===== config.mk =====
export PLATFORM = sky130hd
export DESIGN_NAME = fit_policy_block_allocator
export DESIGN_NICKNAME = d
export VERILOG_FILES = /design/src/sv/fpba_pkg.sv /design/src/sv/fpba_ctrl.sv /design/src/sv/fpba_dp.sv /design/src/sv/fit_policy_block_allocator.sv
export SDC_FILE = /design/constraint.sdc
export NUM_CORES = 2
export LEC_CHECK = 0
export ABC_AREA = 1
export BUFFER_PORTS_ARGS = -buffer_cell sky130_fd_sc_hd__buf_2
export CAP_MARGIN = 20
export CORE_AREA = 10 10 353 355
export DETAILED_ROUTE_END_ITERATION = 8
export DIE_AREA = 0 0 363 365
export GPL_ROUTABILITY_DRIVEN = 0
export GPL_TIMING_DRIVEN = 0
export MAX_ROUTING_LAYER = met4
export PLACE_DENSITY = 0.62
export SLEW_MARGIN = 30
export SYNTH_ARGS = -nofsm -noshare
export SYNTH_HDL_FRONTEND = slang
export SYNTH_SLANG_ARGS = --single-unit

===== constraint.sdc =====
create_clock -name clk_i -period 8.5 [get_ports clk_i]
set_clock_uncertainty 0.1 [all_clocks]
set_input_delay 0.85 -clock clk_i [delete_from_list [all_inputs] [get_ports clk_i]]
set_output_delay 0.85 -clock clk_i [all_outputs]
set_load 0.02 [all_outputs]

===== src/sv/fpba_pkg.sv =====
// Shared constants, types and command codes of the fit policy block allocator.
`timescale 1ns / 1ps
package fpba_pkg;

  localparam int TOTAL_BYTES  = 1024;
  localparam int HEADER_BYTES = 24;
  localparam int MAX_BLOCKS   = 32;

  localparam int ADDR_W = 10;
  localparam int SIZE_W = 11;
  localparam int SLOT_W = $clog2(MAX_BLOCKS);
  localparam int IDX_W  = $clog2(MAX_BLOCKS + 1);
  localparam int MODE_W = 2;
  localparam int OP_W   = 2;
  localparam int STS_W  = 2;

  localparam logic [IDX_W-1:0]  CHAIN_END = IDX_W'(MAX_BLOCKS);
  localparam logic [SIZE_W-1:0] HDR_S     = SIZE_W'(HEADER_BYTES);
  localparam logic [SIZE_W-1:0] ARENA_S   = SIZE_W'(TOTAL_BYTES - HEADER_BYTES);

  localparam logic [OP_W-1:0] OP_ALLOC  = 2'd0;
  localparam logic [OP_W-1:0] OP_FREE   = 2'd1;
  localparam logic [OP_W-1:0] OP_REINIT = 2'd2;

  localparam logic [MODE_W-1:0] MODE_FIRST = 2'd0;
  localparam logic [MODE_W-1:0] MODE_BEST  = 2'd1;
  localparam logic [MODE_W-1:0] MODE_WORST = 2'd2;

  localparam logic [STS_W-1:0] STS_OK      = 2'd0;
  localparam logic [STS_W-1:0] STS_NO_FIT  = 2'd1;
  localparam logic [STS_W-1:0] STS_NULL    = 2'd2;
  localparam logic [STS_W-1:0] STS_UNKNOWN = 2'd3;

  typedef enum logic [2:0] {
    CMD_IDLE,
    CMD_LOAD,
    CMD_WALK,
    CMD_SPLIT,
    CMD_AFIN,
    CMD_MNEXT,
    CMD_MPREV,
    CMD_FIN
  } cmd_e;

  typedef struct packed {
    cmd_e cmd;
  } fpba_cmd_t;

  typedef struct packed {
    logic walk_end;
    logic found;
    logic op_alloc;
    logic walk_op;
    logic out_busy;
  } fpba_sts_t;

  typedef struct packed {
    logic [ADDR_W-1:0] start;
    logic [SIZE_W-1:0] size;
    logic              free;
    logic [IDX_W-1:0]  next;
  } rec_t;

endpackage


===== src/sv/fpba_ctrl.sv =====
// Request sequencer of the fit policy block allocator.
`timescale 1ns / 1ps
module fpba_ctrl import fpba_pkg::*; (
  input  logic      clk_i,
  input  logic      rst_ni,
  input  logic      in_valid_i,
  output logic      in_ready_o,
  input  fpba_sts_t sts_i,
  output fpba_cmd_t cmd_o
);

  typedef enum logic [6:0] {
    S_IDLE  = 7'b0000001,
    S_WALK  = 7'b0000010,
    S_SPLIT = 7'b0000100,
    S_AFIN  = 7'b0001000,
    S_MNEXT = 7'b0010000,
    S_MPREV = 7'b0100000,
    S_DONE  = 7'b1000000
  } state_e;

  state_e state_q, state_d;

  assign in_ready_o = (state_q == S_IDLE);

  always_comb begin
    state_d   = state_q;
    cmd_o.cmd = CMD_IDLE;
    unique case (state_q)
      S_IDLE: begin
        if (in_valid_i) begin
          cmd_o.cmd = CMD_LOAD;
          state_d   = sts_i.walk_op ? S_WALK : S_DONE;
        end
      end
      S_WALK: begin
        if (sts_i.walk_end) begin
          if (!sts_i.found) state_d = S_DONE;
          else if (sts_i.op_alloc) state_d = S_SPLIT;
          else state_d = S_MNEXT;
        end else begin
          cmd_o.cmd = CMD_WALK;
        end
      end
      S_SPLIT: begin
        cmd_o.cmd = CMD_SPLIT;
        state_d   = S_AFIN;
      end
      S_AFIN: begin
        if (!sts_i.out_busy) begin
          cmd_o.cmd = CMD_AFIN;
          state_d   = S_IDLE;
        end
      end
      S_MNEXT: begin
        cmd_o.cmd = CMD_MNEXT;
        state_d   = S_MPREV;
      end
      S_MPREV: begin
        if (!sts_i.out_busy) begin
          cmd_o.cmd = CMD_MPREV;
          state_d   = S_IDLE;
        end
      end
      S_DONE: begin
        if (!sts_i.out_busy) begin
          cmd_o.cmd = CMD_FIN;
          state_d   = S_IDLE;
        end
      end
      default: state_d = S_IDLE;
    endcase
  end

  always_ff @(posedge clk_i or negedge rst_ni) begin
    if (!rst_ni) begin
      state_q <= S_IDLE;
    end else begin
      state_q <= state_d;
    end
  end

endmodule


===== src/sv/fpba_dp.sv =====
// Record table, chain walker, split and merge datapath of the allocator.
`timescale 1ns / 1ps
module fpba_dp import fpba_pkg::*; (
  input  logic              clk_i,
  input  logic              rst_ni,
  input  fpba_cmd_t         cmd_i,
  output fpba_sts_t         sts_o,
  input  logic [OP_W-1:0]   op_i,
  input  logic [SIZE_W-1:0] need_i,
  input  logic [ADDR_W-1:0] addr_i,
  input  logic              cfg_we_i,
  input  logic [MODE_W-1:0] cfg_mode_i,
  output logic              out_valid_o,
  input  logic              out_ready_i,
  output logic [STS_W-1:0]  out_status_o,
  output logic [ADDR_W-1:0] out_paddr_o,
  output logic [SIZE_W-1:0] out_gsize_o
);

  rec_t                 tab_q [MAX_BLOCKS];
  logic [MAX_BLOCKS-1:0] valid_q, valid_d;
  logic [MODE_W-1:0]    mode_q;

  logic [OP_W-1:0]   op_q;
  logic [SIZE_W-1:0] need_q;
  logic [ADDR_W-1:0] addr_q;
  logic [IDX_W-1:0]  cur_q;
  logic [IDX_W-1:0]  steps_q;
  logic              stop_q, found_q;
  logic [SLOT_W-1:0] hit_slot_q;
  rec_t              hit_q;
  logic              prv_q;
  logic [SLOT_W-1:0] prv_slot_q;
  rec_t              prv_rec_q;
  logic              split_q;
  logic [SLOT_W-1:0] new_q;

  logic              out_valid_q;
  logic [STS_W-1:0]  out_status_q;
  logic [ADDR_W-1:0] out_paddr_q;
  logic [SIZE_W-1:0] out_gsize_q;

  logic [IDX_W-1:0]  rd_idx;
  logic [SLOT_W-1:0] rd_slot;
  rec_t              rd_rec;
  logic              rd_live;
  logic              cur_live;
  logic              cand, take_alloc, match;
  logic              spare_ok;
  logic [SLOT_W-1:0] spare_slot;
  logic [SIZE_W:0]   split_lim;
  logic              split_cond;
  logic [SIZE_W-1:0] merged_size;

  logic              wr_en;
  logic [SLOT_W-1:0] wr_slot;
  rec_t              wr_rec;
  logic              clr_en;
  logic [SLOT_W-1:0] clr_slot;
  logic              fin_en;
  logic [STS_W-1:0]  fin_status;
  logic [ADDR_W-1:0] fin_paddr;
  logic [SIZE_W-1:0] fin_gsize;
  logic              do_init;

  assign rd_idx   = (cmd_i.cmd == CMD_MNEXT) ? hit_q.next : cur_q;
  assign rd_slot  = rd_idx[SLOT_W-1:0];
  assign rd_rec   = tab_q[rd_slot];
  assign rd_live  = (rd_idx < CHAIN_END) && valid_q[rd_slot];
  assign cur_live = (cur_q < CHAIN_END) && valid_q[cur_q[SLOT_W-1:0]];

  assign cand = rd_rec.free && (rd_rec.size >= need_q);
  always_comb begin
    take_alloc = 1'b0;
    unique case (mode_q)
      MODE_FIRST: take_alloc = cand;
      MODE_BEST:  take_alloc = cand && (!found_q || rd_rec.size < hit_q.size);
      MODE_WORST: take_alloc = cand && (!found_q || rd_rec.size > hit_q.size);
      default:    take_alloc = 1'b0;
    endcase
  end
  assign match = ({1'b0, rd_rec.start} + HDR_S) == {1'b0, addr_q};

  always_comb begin
    spare_ok   = 1'b0;
    spare_slot = '0;
    for (int i = MAX_BLOCKS - 1; i >= 0; i--) begin
      if (!valid_q[i]) begin
        spare_ok   = 1'b1;
        spare_slot = SLOT_W'(i);
      end
    end
  end

  assign split_lim   = {1'b0, need_q} + {1'b0, HDR_S};
  assign split_cond  = {1'b0, hit_q.size} > split_lim;
  assign merged_size = prv_rec_q.size + HDR_S + hit_q.size;

  assign sts_o.walk_end = stop_q || !cur_live || (steps_q == CHAIN_END);
  assign sts_o.found    = found_q;
  assign sts_o.op_alloc = (op_q == OP_ALLOC);
  assign sts_o.walk_op  = (op_i == OP_ALLOC) || ((op_i == OP_FREE) && (addr_i != '0));
  assign sts_o.out_busy = out_valid_q && !out_ready_i;

  always_comb begin
    wr_en      = 1'b0;
    wr_slot    = hit_slot_q;
    wr_rec     = hit_q;
    clr_en     = 1'b0;
    clr_slot   = hit_slot_q;
    fin_en     = 1'b0;
    fin_status = STS_OK;
    fin_paddr  = '0;
    fin_gsize  = '0;
    do_init    = 1'b0;
    unique case (cmd_i.cmd)
      CMD_SPLIT: begin
        if (split_cond && spare_ok) begin
          wr_en        = 1'b1;
          wr_slot      = spare_slot;
          wr_rec.start = ADDR_W'({1'b0, hit_q.start} + HDR_S + need_q);
          wr_rec.size  = hit_q.size - need_q - HDR_S;
          wr_rec.free  = 1'b1;
          wr_rec.next  = hit_q.next;
        end
      end
      CMD_AFIN: begin
        wr_en       = 1'b1;
        wr_rec.free = 1'b0;
        if (split_q) begin
          wr_rec.size = need_q;
          wr_rec.next = {1'b0, new_q};
        end
        fin_en    = 1'b1;
        fin_paddr = ADDR_W'({1'b0, hit_q.start} + HDR_S);
        fin_gsize = wr_rec.size;
      end
      CMD_MNEXT: begin
        if (rd_live && rd_rec.free) begin
          clr_en   = 1'b1;
          clr_slot = rd_slot;
        end
      end
      CMD_MPREV: begin
        wr_en  = 1'b1;
        fin_en = 1'b1;
        if (prv_q && prv_rec_q.free) begin
          wr_slot     = prv_slot_q;
          wr_rec      = prv_rec_q;
          wr_rec.size = merged_size;
          wr_rec.next = hit_q.next;
          clr_en      = 1'b1;
        end else begin
          wr_rec.free = 1'b1;
        end
        fin_paddr = ADDR_W'({1'b0, wr_rec.start} + HDR_S);
        fin_gsize = wr_rec.size;
      end
      CMD_FIN: begin
        fin_en = 1'b1;
        unique case (op_q)
          OP_ALLOC: fin_status = STS_NO_FIT;
          OP_FREE:  fin_status = (addr_q == '0) ? STS_NULL : STS_UNKNOWN;
          OP_REINIT: begin
            do_init   = 1'b1;
            fin_paddr = ADDR_W'(HDR_S);
            fin_gsize = ARENA_S;
          end
          default: fin_status = STS_OK;
        endcase
      end
      default: ;
    endcase
  end

  always_comb begin
    valid_d = valid_q;
    if (do_init) begin
      valid_d = MAX_BLOCKS'(1);
    end else begin
      if (clr_en) valid_d[clr_slot] = 1'b0;
      if (wr_en) valid_d[wr_slot] = 1'b1;
    end
  end

  always_ff @(posedge clk_i or negedge rst_ni) begin
    if (!rst_ni) begin
      for (int i = 1; i < MAX_BLOCKS; i++) begin
        tab_q[i] <= '{start: '0, size: '0, free: 1'b0, next: CHAIN_END};
      end
      tab_q[0]   <= '{start: '0, size: ARENA_S, free: 1'b1, next: CHAIN_END};
      valid_q    <= MAX_BLOCKS'(1);
      mode_q     <= MODE_FIRST;
    end else begin
      if (cfg_we_i) mode_q <= cfg_mode_i;
      valid_q <= valid_d;
      if (do_init) begin
        tab_q[0] <= '{start: '0, size: ARENA_S, free: 1'b1, next: CHAIN_END};
      end else if (wr_en) begin
        tab_q[wr_slot] <= wr_rec;
      end
    end
  end

  always_ff @(posedge clk_i or negedge rst_ni) begin
    if (!rst_ni) begin
      op_q    <= OP_ALLOC;
      cur_q   <= '0;
      steps_q <= '0;
      stop_q  <= 1'b0;
      found_q <= 1'b0;
      prv_q   <= 1'b0;
      split_q <= 1'b0;
    end else begin
      unique case (cmd_i.cmd)
        CMD_LOAD: begin
          op_q    <= op_i;
          cur_q   <= '0;
          steps_q <= '0;
          stop_q  <= 1'b0;
          found_q <= 1'b0;
          prv_q   <= 1'b0;
        end
        CMD_WALK: begin
          cur_q   <= rd_rec.next;
          steps_q <= steps_q + 1'b1;
          if (op_q == OP_ALLOC) begin
            if (take_alloc) begin
              found_q <= 1'b1;
              if (mode_q == MODE_FIRST) stop_q <= 1'b1;
            end
          end else if (match) begin
            found_q <= 1'b1;
            stop_q  <= 1'b1;
          end else begin
            prv_q <= 1'b1;
          end
        end
        CMD_SPLIT: split_q <= split_cond && spare_ok;
        default: ;
      endcase
    end
  end

  always_ff @(posedge clk_i) begin
    unique case (cmd_i.cmd)
      CMD_LOAD: begin
        need_q <= need_i;
        addr_q <= addr_i;
      end
      CMD_WALK: begin
        if ((op_q == OP_ALLOC) ? take_alloc : match) begin
          hit_slot_q <= rd_slot;
          hit_q      <= rd_rec;
        end else if (op_q != OP_ALLOC) begin
          prv_slot_q <= rd_slot;
          prv_rec_q  <= rd_rec;
        end
      end
      CMD_SPLIT: new_q <= spare_slot;
      CMD_MNEXT: begin
        if (rd_live && rd_rec.free) begin
          hit_q.size <= hit_q.size + HDR_S + rd_rec.size;
          hit_q.next <= rd_rec.next;
        end
      end
      default: ;
    endcase
  end

  always_ff @(posedge clk_i or negedge rst_ni) begin
    if (!rst_ni) begin
      out_valid_q <= 1'b0;
    end else if (fin_en) begin
      out_valid_q <= 1'b1;
    end else if (out_ready_i) begin
      out_valid_q <= 1'b0;
    end
  end

  always_ff @(posedge clk_i) begin
    if (fin_en) begin
      out_status_q <= fin_status;
      out_paddr_q  <= fin_paddr;
      out_gsize_q  <= fin_gsize;
    end
  end

  assign out_valid_o  = out_valid_q;
  assign out_status_o = out_status_q;
  assign out_paddr_o  = out_paddr_q;
  assign out_gsize_o  = out_gsize_q;

endmodule


===== src/sv/fit_policy_block_allocator.sv =====
// Top level of the fit policy block allocator.
// Manages a 1024-byte arena as an address-ordered chain of up to 32 block records with a
// 24-byte header each; fit_mode (to be written on the cfg channel only while idle, which the
// block itself does not enforce) selects first, best or worst fit. One request is taken at a
// time: a request walks the chain one record per clock, and an allocate or free that finds its
// block then goes on to split or merge, while reinitialize, null and unused requests skip the
// walk. The result sits in an output register; a stalled result holds the sequencer, and the
// next request is taken once the sequencer is back to idle.
`timescale 1ns / 1ps
module fit_policy_block_allocator import fpba_pkg::*; (
  input  logic        clk_i,
  input  logic        rst_ni,
  input  logic        s_axis_tvalid,
  output logic        s_axis_tready,
  input  logic [23:0] s_axis_tdata,  // request_size[10:0], free_address[20:11], zero pad
  input  logic [1:0]  s_axis_tuser,  // opcode[1:0]
  output logic        m_axis_tvalid,
  input  logic        m_axis_tready,
  output logic [23:0] m_axis_tdata,  // payload_address[9:0], granted_size[20:10], zero pad
  output logic [1:0]  m_axis_tuser,  // status[1:0]
  input  logic        cfg_valid_i,
  output logic        cfg_ready_o,
  input  logic [1:0]  cfg_data_i
);

  fpba_cmd_t         cmd;
  fpba_sts_t         sts;
  logic [STS_W-1:0]  out_status;
  logic [ADDR_W-1:0] out_paddr;
  logic [SIZE_W-1:0] out_gsize;

  assign cfg_ready_o = 1'b1;

  fpba_ctrl u_ctrl (
    .clk_i      (clk_i),
    .rst_ni     (rst_ni),
    .in_valid_i (s_axis_tvalid),
    .in_ready_o (s_axis_tready),
    .sts_i      (sts),
    .cmd_o      (cmd)
  );

  fpba_dp u_dp (
    .clk_i        (clk_i),
    .rst_ni       (rst_ni),
    .cmd_i        (cmd),
    .sts_o        (sts),
    .op_i         (s_axis_tuser),
    .need_i       (s_axis_tdata[10:0]),
    .addr_i       (s_axis_tdata[20:11]),
    .cfg_we_i     (cfg_valid_i),
    .cfg_mode_i   (cfg_data_i),
    .out_valid_o  (m_axis_tvalid),
    .out_ready_i  (m_axis_tready),
    .out_status_o (out_status),
    .out_paddr_o  (out_paddr),
    .out_gsize_o  (out_gsize)
  );

  assign m_axis_tdata = {3'b000, out_gsize, out_paddr};
  assign m_axis_tuser = out_status;

endmodule


== Yosys cells after proc, flatten, opt, wreduce, memory -nomap -nowiden ==
Index checks and enable logic that the tools add are counted.
Word-level totals
  register bits after elaboration: 1065
  bits of input ports: 33
  output and inout bits: 29
  word-level logic and storage cells: 408
Operators by class
  $add $sub $neg: 12
  magnitude comparators: 15
  equal/unequal tests: 31
  multiplexer cells: 147
  bitwise operators: 7
  reductions and logical operators: 42
Operators by type and width (count)
  896-bit bitwise mux: 1
  896-bit 2-to-1 mux: 1
  5-bit 2-to-1 mux: 38
  28-bit binary-select mux with 5-bit select: 1
  28-bit demux with 5-bit select: 1
  28-bit 2-to-1 mux: 5
  32-bit 2-to-1 mux: 4
  1-bit 2-to-1 mux: 56
  18-bit case mux with 3 select lines: 1
  21-bit 2-to-1 mux: 2
  6-bit case mux with 2 select lines: 3
  7-bit 2-to-1 mux: 5
  7-bit case mux with 5 select lines: 1
  11-bit case mux with 3 select lines: 1
  32-bit bitwise AND: 1
  32-bit NOT: 1
  32-bit OR: 1
  10-bit case mux with 3 select lines: 1
  5-bit by 6-bit < comparator with 1-bit output, second input constant: 4
  11-bit adder: 2
  11-bit by 5-bit adder with 11-bit output, second input constant: 2
  11-bit 2-to-1 mux: 2
  11-bit case mux with 2 select lines: 1
  3-bit case mux with 7 select lines: 1
  other kinds (58): 118

== Logic depth before layout (Yosys ltp) ==
  depth after elaboration: 43
  depth in mapped cells: 40
  gate-level depth less buffers: 38

== Cells and area by module ==
Synthesis repeated with hierarchy kept, for this count alone.
Unflattened totals
  cells, all modules: 6879
  area, all modules: 54114.4 um2
By module, submodules not included
  fpba_dp: times used 1, cells an instance 6797, area each 53571.4 um2
  fpba_ctrl: times used 1, cells an instance 76, area each 505.5 um2
  fit_policy_block_allocator: times used 1, cells an instance 6, area each 37.5 um2

== Worst setup path before layout ==
No wires, ideal clock.
  path type: register to register
  start point: register u_ctrl.state_q[3]
  end point: register u_dp.hit_q[0] (netlist bit), enable pin
  library setup time: 0.373 ns
  arrival: 4.982 ns
  required time: 8.027 ns
  slack: 3.045 ns
  cell stages (with the launch flop): 30
  path buffers: 6
  path through: dfrtp_1 -> nor2_4 -> nand2_2 -> nor2_8 -> nand2_2 -> o21ai_4 -> buf_6 -> buf_4 -> buf_4 -> buf_4 -> buf_4 -> clkbuf_1 -> o21ai_0 -> o221ai_1 -> nand3_1 -> a31oi_1 -> ha_1 -> a21oi_1 -> o21ai_0 -> a221oi_1 -> o21ai_0 -> nand3_1 -> a21oi_1 -> o311ai_0 -> a21oi_1 -> nor3_1 -> nand3_1 -> nand2_4 -> nand2_1 -> nand2_1
RTL lines
  from (decl): line fpba_ctrl.sv:22  | state_e state_q, state_d;
  from (signal assigned): line fpba_ctrl.sv:79  | state_q <= state_d;
  to (signal assigned): line fpba_dp.sv:254  | hit_q <= rd_rec;
  to (decl): line fpba_dp.sv:31  | rec_t hit_q;

==> summary.md <==
| Metric | Value |
|---|---|
| Status | complete, but fails checks |
| Failing checks | negative setup slack |
| Fin Setup TNS | -184 ps |
| Yosys warning total | 0 |
| Final period util | 100% |
| Die Footprint | 132000 um2 |
| Cell area after layout | 59500 um2 |
| Synth Register Bits | 1065 |
| Endpoint type of the worst setup path | flip-flop |
| Register area share after synthesis | 51.8% |
| Slowest cell on crit path | clkbuf_1 |
| Commonest non-fill, non-tap cell in the layout | o21ai_0 |
| Total vias in the final route | 50900 |
| Total core area | 117000 um2 |
| Post-synth EDFFs | 109 |
| Initial antenna violation count | 20 |
| Cell area power density | 199 nW/um2 |
| Largest net degree at the start of global routing | 108 |
| Clk slew on worst S/H paths | 60 ps |
| Leading register cell type out of synthesis | dfrtp_1 |
| Hpwl dp | 166000 um |
| HP Class | input pin to flip-flop |
| Grt total ovfl | 0 |
| Slew HR | 19.0% |
| Final Core Density | 50.7% |
| Drt via density | 6.48 |
| 1st-iter DRT viols | 8948 |
| F_max | 117 MHz |
| H-tree levels | 3 |
| Final worst slack | -17.0 ps |
| VDD IR-drop max | 0.166 mV |
| Synthesized instance count | 5991 |
| Setup Buffers After CTS | 0 |
| IO Count | 62 |
| Filler Cell Count | 11000 |
| First-pass GRT wire length | 348000 um |
| Fin. max-slew vios | 0 |
| Crit Path Category | flip-flop to flip-flop |
| Fraction of layout instances using a drive strength above 1 | 12.2% |
| Crit path DAT | 8800 ps |
| Final Hold Viols | 0 |
| Initial core utilization | 44.8% |
| # rows | 126 |
| Area of the multi-input gates | 21700 um2 |
| Worst endpoint required time | 8790 ps |
| Die width | 363 um |
| Dpl ws | -580 ps |
| Number of global-route vias before repair | 47500 |
| Worst-margin pin slew | 1220 ps |
| Post-layout min period | 8520 ps |
| CTS Sinks | 1065 |
| Clock Path Buffers | 3 |
| Die height | 365 um |
| Hold_ws | 168 ps |
| DRT Wirelength | 248000 um |
| Most frequent cells in the layout | 1173 x o21ai_0, 1172 x nand2_1, 915 x dfrtp_1 |
| Clock root cell | clkbuf_16 |
| Max-Cap Viols | 0 |
| Static Leak | 26.5 nW |
| Routed WL per cell | 31.6 um |
| Slowest cell delay on critical path | 810 ps |
| Nets | 6332 |
| Clk Latency, worst-skew pair | 750 ps |
| Post-route DRC violation count | 0 |
| Syn Std Cell Area | 52600 um2 |
| Setup violators final | 16 |
| DP Area | 55400 um2 |
| PortBufs | 54 |
| Fraction of synthesis flops using an asynchronous set or reset pin | 89.8% |
| Cell variety after synth | 76 |
| Worst-path maximum fanout | 17 |
| TritonCTS Buffers | 117 |
| Synth-to-Final Area Change | 13.2% |
| Tot GR Track Use | 37.4% |
| DRT Pass-1 Iters | 7 |
| Post-Syn Area per Cell | 8.78 um2 |
| DRT antenna net count | 0 |
| Storage cell area | 27200 um2 |
| Crit start category | flip-flop |
| CTS tree | done |
## worst max-delay path, delay by kind of cell (launching register included)
family | cells | cell delay [ps]
flops | 1 | 400
compound gates | 8 | 2130
fa+ha+maj | 1 | 420
simple gates | 11 | 2320
buf+inv | 5 | 2680
## routing by layer
metal,GRT usage [%],part of all wire (%),vias up
li1,-,-,21000
met1,45.8,36,24600
met2,49.6,39,4173
met3,15.5,16,1064
met4,25.9,8.6,0
met5,-,0,-
## sequential cells by signal, summed over array words and instances (netlist names), 6 cells and up
signal	count
u_dp.out_gsize_o	11
u_dp.addr_q	10
u_ctrl.state_q	7
u_dp.need_q	11
u_dp.valid_q	32
u_dp.cur_q	6
u_dp.out_paddr_o	10
u_dp.tab_q	896
u_dp.prv_rec_q	22
u_dp.hit_q	28
u_dp.steps_q	6
## metrics by stage
| step | instances | power, mW |
|---|---|---|
| floorplan | 5993 | 6.05 |
| global placement | 7583 | 6.48 |
| detailed placement | 7604 | 6.53 |
| CTS | 7826 | 11.8 |
| global route | 7841 | 12.1 |
| finish | 7851 | 11.9 |
## final timing paths
| check | start | endpoint | slack [ps] | cells after the start |
|---|---|---|---|---|
| min | s_axis_tdata[2] | u_dp.need_q[2] | 170 | 1 |
| max | u_ctrl.state_q[1] | u_dp.hit_q[7] | -20 | 25 |
| max in group asynchronous | rst_ni | u_dp.tab_q[692] | 5320 | 6 |
| min in group asynchronous | rst_ni | u_dp.tab_q[710] | 550 | 2 |
| min reg2reg | u_dp.tab_q[608] | u_dp.tab_q[608] | 380 | 2 |
| max reg2reg | u_ctrl.state_q[1] | u_dp.hit_q[7] | -20 | 25 |
## cells by family (layout without fill, tap and decap cells)
family          after synthesis  count (layout)  synth area share [%]
flops                      1065            1065                  51.8
buf+inv                     738            1036                  7.33
simple gates               2052            2052                  16.1
compound gates             1975            1975                  21.2
other cells                   2              28                0.0143
fa+ha+maj                   111             111                  2.71
xor+xnor                     46              46                 0.795
mux                           2               2                0.0428
## area by class of cell
class	instances	share of cell area, %
clock inverters	44	0.807
well taps	1536	3.23
repair buffers	77	1.19
plain buffers	502	5.09
diodes	24	0.101
inverters	235	1.50
multi-input cells	4190	36.4
flip-flops and latches	1065	45.8
clock buffers	178	5.96
## report_power, final
part | switching (mW) | leakage (nW) | internal [mW]
Sequential | 0.103 | 14.1 | 5.28
Clock | 2.29 | 2.00 | 3.09
Combinational | 0.774 | 10.4 | 0.329
## cells in the mapped netlist, types with 6 or more instances
cell type	n	share of area [%]
nand2_1	1174	8.4
o21ai_1	296	2.8
clkbuf_1	240	1.7
o211ai_1	65	0.93
o22ai_1	89	1.1
nor3_1	11	0.10
buf_2	105	1.0
dfrtp_1	915	44
buf_1	12	0.086
nand4_1	21	0.25
clkinv_1	7	0.050
ha_1	106	2.5
edfxtp_1	109	6.2
nor4_1	13	0.15
dfstp_2	41	2.0
o21bai_1	6	0.086
nand3_1	189	1.8
nor2_1	559	4.0
inv_1	214	1.5
o211ai_2	8	0.19
and2_1	6	0.071
a31o_2	7	0.12
o21ai_0	1180	11
o221ai_1	144	2.4
o22a_1	10	0.17
o31ai_1	8	0.11
buf_6	108	2.3
a21oi_1	89	0.85
nand3_2	19	0.36
nand2_2	28	0.33
inv_2	12	0.086
a31oi_1	15	0.18
or2_2	8	0.095
o21ai_2	8	0.13
xnor2_1	15	0.25
xor2_1	29	0.48
buf_4	32	0.46
## repair_timing
action	in CTS	in global routing
hold endpoints to repair	16	0
resized for setup	13	6
hold buffers	1	0
endpoints found under the setup margin	33	33
(Power assumes the default switching activity.)
